### src/sv/spbf_pkg.sv
// ----------------------------------------------------------------------------
// spbf_pkg
// Shared types and constants of the stereo pre-delay block FIR equalizer.
// ----------------------------------------------------------------------------
package spbf_pkg;

  localparam int SAMPLE_W = 16;
  localparam int TAP_W    = 18;
  localparam int TAP_AW   = 12;
  localparam int MAX_TAPS = 1 << TAP_AW;
  localparam int CNT_W    = TAP_AW + 1;
  localparam int HIST_AW  = TAP_AW + 1;
  localparam int DLY_AW   = 16;
  localparam int PROD_W   = SAMPLE_W + TAP_W;
  localparam int ACC_W    = PROD_W + TAP_AW;
  localparam int CFG_W    = 16;
  localparam int CIDX_W   = 12;
  localparam int IN_W     = 64;
  localparam int OUT_W    = 2 * SAMPLE_W;

  // Configuration register indexes
  typedef enum logic {
    CFG_TAP_COUNT = 1'b0,
    CFG_PREDELAY  = 1'b1
  } cfg_idx_t;

  // Item kinds carried on tuser
  typedef enum logic {
    KIND_SAMPLE = 1'b0,
    KIND_COEFF  = 1'b1
  } kind_t;

  typedef enum logic [3:0] {
    ST_CLEAR,
    ST_IDLE,
    ST_TAPW,
    ST_DREAD,
    ST_DWAIT,
    ST_HWRITE,
    ST_MAC,
    ST_DRAIN,
    ST_FINISH
  } state_t;

  // Controller to datapath
  typedef struct packed {
    logic cap_in;
    logic clr_step;
    logic tap_wr;
    logic dly_wr;
    logic hist_wr;
    logic mac_clr;
    logic mac_issue;
    logic load_out;
  } cmd_t;

  // Datapath to controller
  typedef struct packed {
    logic dly_on;
    logic fir_on;
    logic mac_last;
    logic clr_last;
    logic out_free;
  } stat_t;

endpackage

### src/sv/spbf_ctrl.sv
// ----------------------------------------------------------------------------
// spbf_ctrl
// Sequencer: tap clearing pass, item decode, pre-delay, MAC loop, result.
// ----------------------------------------------------------------------------
module spbf_ctrl (
  input  logic            clk,
  input  logic            rst,
  input  logic            s_tvalid,
  input  logic [0:0]      s_tuser,
  output logic            s_tready,
  input  spbf_pkg::stat_t stat,
  output spbf_pkg::cmd_t  cmd
);
  import spbf_pkg::*;

  state_t state, state_next;
  logic   drain, drain_next;

  // State register
  always_ff @(posedge clk) begin
    if (rst) begin
      state <= ST_CLEAR;
      drain <= 1'b0;
    end else begin
      state <= state_next;
      drain <= drain_next;
    end
  end

  // Next state and commands
  always_comb begin
    state_next = state;
    drain_next = drain;
    cmd        = '0;
    s_tready   = 1'b0;
    unique case (state)
      ST_CLEAR: begin
        cmd.clr_step = 1'b1;
        if (stat.clr_last) begin
          state_next = ST_IDLE;
        end
      end
      ST_IDLE: begin
        s_tready = 1'b1;
        if (s_tvalid) begin
          cmd.cap_in = 1'b1;
          if (kind_t'(s_tuser) == KIND_COEFF) begin
            state_next = ST_TAPW;
          end else if (stat.dly_on) begin
            state_next = ST_DREAD;
          end else if (stat.fir_on) begin
            state_next = ST_HWRITE;
          end else begin
            state_next = ST_FINISH;
          end
        end
      end
      ST_TAPW: begin
        cmd.tap_wr = 1'b1;
        state_next = ST_IDLE;
      end
      ST_DREAD: begin
        state_next = ST_DWAIT;
      end
      ST_DWAIT: begin
        cmd.dly_wr = 1'b1;
        state_next = stat.fir_on ? ST_HWRITE : ST_FINISH;
      end
      ST_HWRITE: begin
        cmd.hist_wr = 1'b1;
        cmd.mac_clr = 1'b1;
        state_next  = ST_MAC;
      end
      ST_MAC: begin
        cmd.mac_issue = 1'b1;
        if (stat.mac_last) begin
          drain_next = 1'b0;
          state_next = ST_DRAIN;
        end
      end
      ST_DRAIN: begin
        // wait out read and multiply stages
        drain_next = 1'b1;
        if (drain) begin
          drain_next = 1'b0;
          state_next = ST_FINISH;
        end
      end
      ST_FINISH: begin
        if (stat.out_free) begin
          cmd.load_out = 1'b1;
          state_next   = ST_IDLE;
        end
      end
      default: begin
        state_next = ST_IDLE;
      end
    endcase
  end

endmodule

### config.mk
export PLATFORM = sky130hd
export DESIGN_NAME = spbf_ctrl
export DESIGN_NICKNAME = d
export VERILOG_FILES = /design/src/sv/spbf_pkg.sv /design/src/sv/spbf_ctrl.sv
export SDC_FILE = /design/constraint.sdc
export NUM_CORES = 1
export LEC_CHECK = 0
export BUFFER_PORTS_ARGS = -buffer_cell sky130_fd_sc_hd__buf_2
export CAP_MARGIN = 20
export CORE_AREA = 5 5 42 44
export DETAILED_ROUTE_END_ITERATION = 8
export DIE_AREA = 0 0 47 49
export MAX_ROUTING_LAYER = met4
export SLEW_MARGIN = 0
export SYNTH_ARGS = -nofsm -noshare
export SYNTH_HDL_FRONTEND = slang
export SYNTH_SLANG_ARGS = --single-unit
export TNS_END_PERCENT = 50
### constraint.sdc
create_clock -name clk -period 2.9 [get_ports clk]
set_input_delay 0.58 -clock clk [delete_from_list [all_inputs] [get_ports clk]]
set_output_delay 0.58 -clock clk [all_outputs]
set_load 0.005 [all_outputs]
# After elaboration in Yosys (flattened, before gate mapping)
# Index checks and enable logic that the tools add are counted.
[op_classes]
eq_ne = 13
n_mux = 22
reduce_logical = 4
[ops]
columns = ["cell", "count"]
rows = [
  ["4-bit 2-to-1 mux", 8],
  ["4-bit one-hot mux with 8 select lines", 1],
  ["4-bit by 3-bit == test with 1-bit output, second input constant", 4],
  ["1-bit 2-to-1 mux", 11],
  ["2-bit != test, second input constant", 5],
  ["4-bit by 2-bit == test with 1-bit output, second input constant", 2],
  ["5-bit AND reduction", 1],
  ["4-bit by 1-bit == test with 1-bit output, second input constant", 1],
  ["4-bit == test, second input constant", 1],
  ["4-bit zero test", 1],
  ["2-bit 2-to-1 mux", 1],
  ["1-bit one-hot mux with 2 select lines", 1],
  ["2-bit AND reduction", 1],
  ["2-bit nonzero test", 1],
]
[totals]
reg_bits = 5
in_bits = 9

# Longest topological paths before layout
[depth]
word_depth = 5
mapped_depth = 5
ltp_nobuf = 4

# Worst setup path after synthesis
# Ideal clock, no wire load.
[synth_path]
path_type = "register to output"
from = "register state[1]"
to = "output port cmd[7] in the netlist's numbering"
arrival_time_ps = 1109
path_slack_ps = 1211
stages_incl_launch_ff = 5
cell_sequence = "dfxtp_1 -> clkbuf_1 -> nor2_1 -> and3_1 -> and2_1"
[synth_rtl]
columns = ["element", "line", "source"]
rows = [
  ["start: declaration", "spbf_ctrl.sv:16", "state_t state, state_next;"],
  ["start signal: assignment", "spbf_ctrl.sv:25", "state <= state_next;"],
  ["end: declaration", "spbf_ctrl.sv:12", "output spbf_pkg::cmd_t cmd"],
]

==> flow_summary.yaml <==
setup_path:
  crit_slowest_cell: "dfxtp_1"
  worstPathMaxFanout: 13
  cp-start-kind: "flop"
  end_kind: "primary output"
  critPathBufInv: 2
  crit_chain: "inv_1 -> and3_1 -> and2_1 -> buf_2"
  arrival_ps: 1490
  critical_path_class: "reg2out"
  worstPathRequired_ps: 2320
  max_stage_delay_ps: 580
  cp_top_family: "flip-flops"
clocking:
  clk_path_buf_depth: 2
  clockRootBuffer: "clkbuf_4"
  cts_tree: "yes"
  ctsHoldBuffers: 0
  path_clk_slew_ps: 50
  cts_max_level: 1
  clkSinkCount: 5
  clk_latency_ps: 250
  ctsResizeCount: 0
  numCtsBuffers: 3
  postCtsSetupRepairBufs: 0
sta:
  finalCritPeriodShare_pct: 71.41
  timing.final.ws_setup_ps: 829.2
  fmax_mhz: 482.9
  setup_tns_ps: 0
  hold_viol: 0
  skew_ps: 2.678
  slew_headroom_pct: 64.52
  tightest_slew_ps: 531.5
  final_max_slew_viol_count: 0
  finalSetupViolations: 0
  fin_crit_ps: 2071
  grt_setup_unrepaired: "no"
floorplanning:
  placementRows: 14
  dieArea_sq_um: 2303
  pin_count: 18
  start_util_pct: 32.23
  die-height_microns: 49
  core_sq_um: 1401
  fp.dieW_microns: 47
cells_and_area:
  finish.net_count: 88
  area_growth_pct: 22.16
  insertedDiodeCount: 0
  final_core_util_pct: 39.38
  drive_gt1_share_pct: 26.92
yosys:
  synth_top_area_share_pct: 22.16
  synth_top_area_cell: "dfxtp_1"
  ys.flop_type: "dfxtp_1"
  synthCells: 63
  ys_warn_count: 0
  yosys-top-cells-area: "dfxtp_1 (22%), nor2_1 (7.5%), nand2b_1 (5.5%), nor3_1 (5.5%), or3_1 (5.5%)"
  syn_nets: 72
  yosys_register_bits: 5
  synthesis.area_sq_um: 451.7
  synth_commonest_cells: "nor2_1 (9), dfxtp_1 (5), nor3_1 (5)"
  syn_area_per_cell_sq_um: 7.170
  synth_most_common_cell: "nor2_1"
  async_flop_share_pct: 0
  yosysSeqAreaShare_pct: 22.16
  synth_cell_types: 30
  synth_edf_count: 0
grt:
  antenna_found_initial: 0
  met1_usage_pct: 13.82
  grt_usage_pct: 12.55
  grt_max_degree: 18
  grtUsageMet3_pct: 2.214
  top_usage_layer: "met2"
  use_met2_pct: 19.00
  grt_pass1_wl_microns: 2049
  grt_overflow_total: 0
  grt_pass1_vias: 506
routing:
  dr.pass1.iters: 4
  drt_iter0_drc: 9
  post_drt_wl_per_cell_microns: 13.33
  drc: 0
  totalWireLength_microns: 1253
  num_vias: 529
  vias_per_cell: 5.628
  ant_nets: 0
run:
  cap_viol_max_count: 0
power_and_ir_drop:
  peakVddDrop_v: 0.0001780
  p_per_area_nw_per_um2: 785.6
  p_leak_nw: 0.2434
min_path:
  hp-class: "reg2reg"
placed_design:
  portBuffers: 17
  dp_hpwl_microns: 924.4
  place_ws_ps: 1113
  gp_congestion: 0.7510
outcome:
  outcome: "finished, final reports clean"
[cells in the final DEF (no fill, tap or decap), types with 2 or more instances in the layout]
master and n:
nand3b_1 2, nor3_1 5, buf_2 17, nand2b_1 4, nor2_1 9, and3_1 2
a21oi_1 4, inv_1 2, dfxtp_1 5, a31oi_1 3, or3_1 4, clkbuf_4 3
[report_power, final]
group	total, mW	switching (mW)	leakage [nW]	internal [mW]
Combinational	0.197	0.0957	0.187	0.101
Sequential	0.152	0.0642	0.0411	0.0874
Clock	0.0851	0.0328	0.0150	0.0523
[logic make-up (layout without fill, tap and decap cells)]
group | count (synthesis) | count (layout) | share of synthesized area, %
AO/OA/AOI/OAI | 15 | 15 | 24.10
buffers and inverters | 8 | 23 | 8.586
flip-flops | 5 | 5 | 22.16
AND/OR/NAND/NOR | 35 | 35 | 45.15
[worst register-to-register path, stage by stage (launching register included)]
cell	delay, ps
dfxtp_1	650
nor2_1	110
and4bb_1	260
o41a_1	420
a31oi_1	160
[registers in the layout, indices dropped and copies added (netlist names)]
| register | flops |
|---|---|
| state | 4 |
| drain | 1 |
[worst paths after layout]
path                            startpoint        to  slack (ps)  cells after the start
worst min register to register       drain     drain         490                      2
worst max register to register    state[0]  state[2]        1230                      4
worst min-delay path                 drain     drain         490                      2
worst max-delay path              state[2]    cmd[7]         830                      4
[stage by stage]
stage / hold WS [ps] / instance area, sq um / std cells / power, mW
3_5_place_dp: 483.4 / 525.5 / 90 / 0.3484
5_1_grt: 513.9 / 551.8 / 94 / 0.4719
4_1_cts: 491.2 / 551.8 / 94 / 0.4356
6_report: 487.9 / 551.8 / 94 / 0.4335
2_1_floorplan: 442.8 / 451.7 / 63 / 0.2902
3_3_place_gp: 466.3 / 525.5 / 90 / 0.3451
[metal layers]
metal / part of all wire (%) / routed length, microns
met1: 42 / 531
met2: 50 / 627
met3: 4.1 / 51
met4: 3.4 / 42
met5: 0 / 0
[area by class of cell]
cell class,count,area (sq um)
Tap cell,16,20.02
Inverter,2,7.507
Fill cell,171,849.6
Sequential cell,5,100.1
Multi-Input combinational cell,50,312.8
Clock buffer,4,26.28
Timing Repair Buffer,17,85.08
No activity file was read; power rests on OpenSTA's default activity.
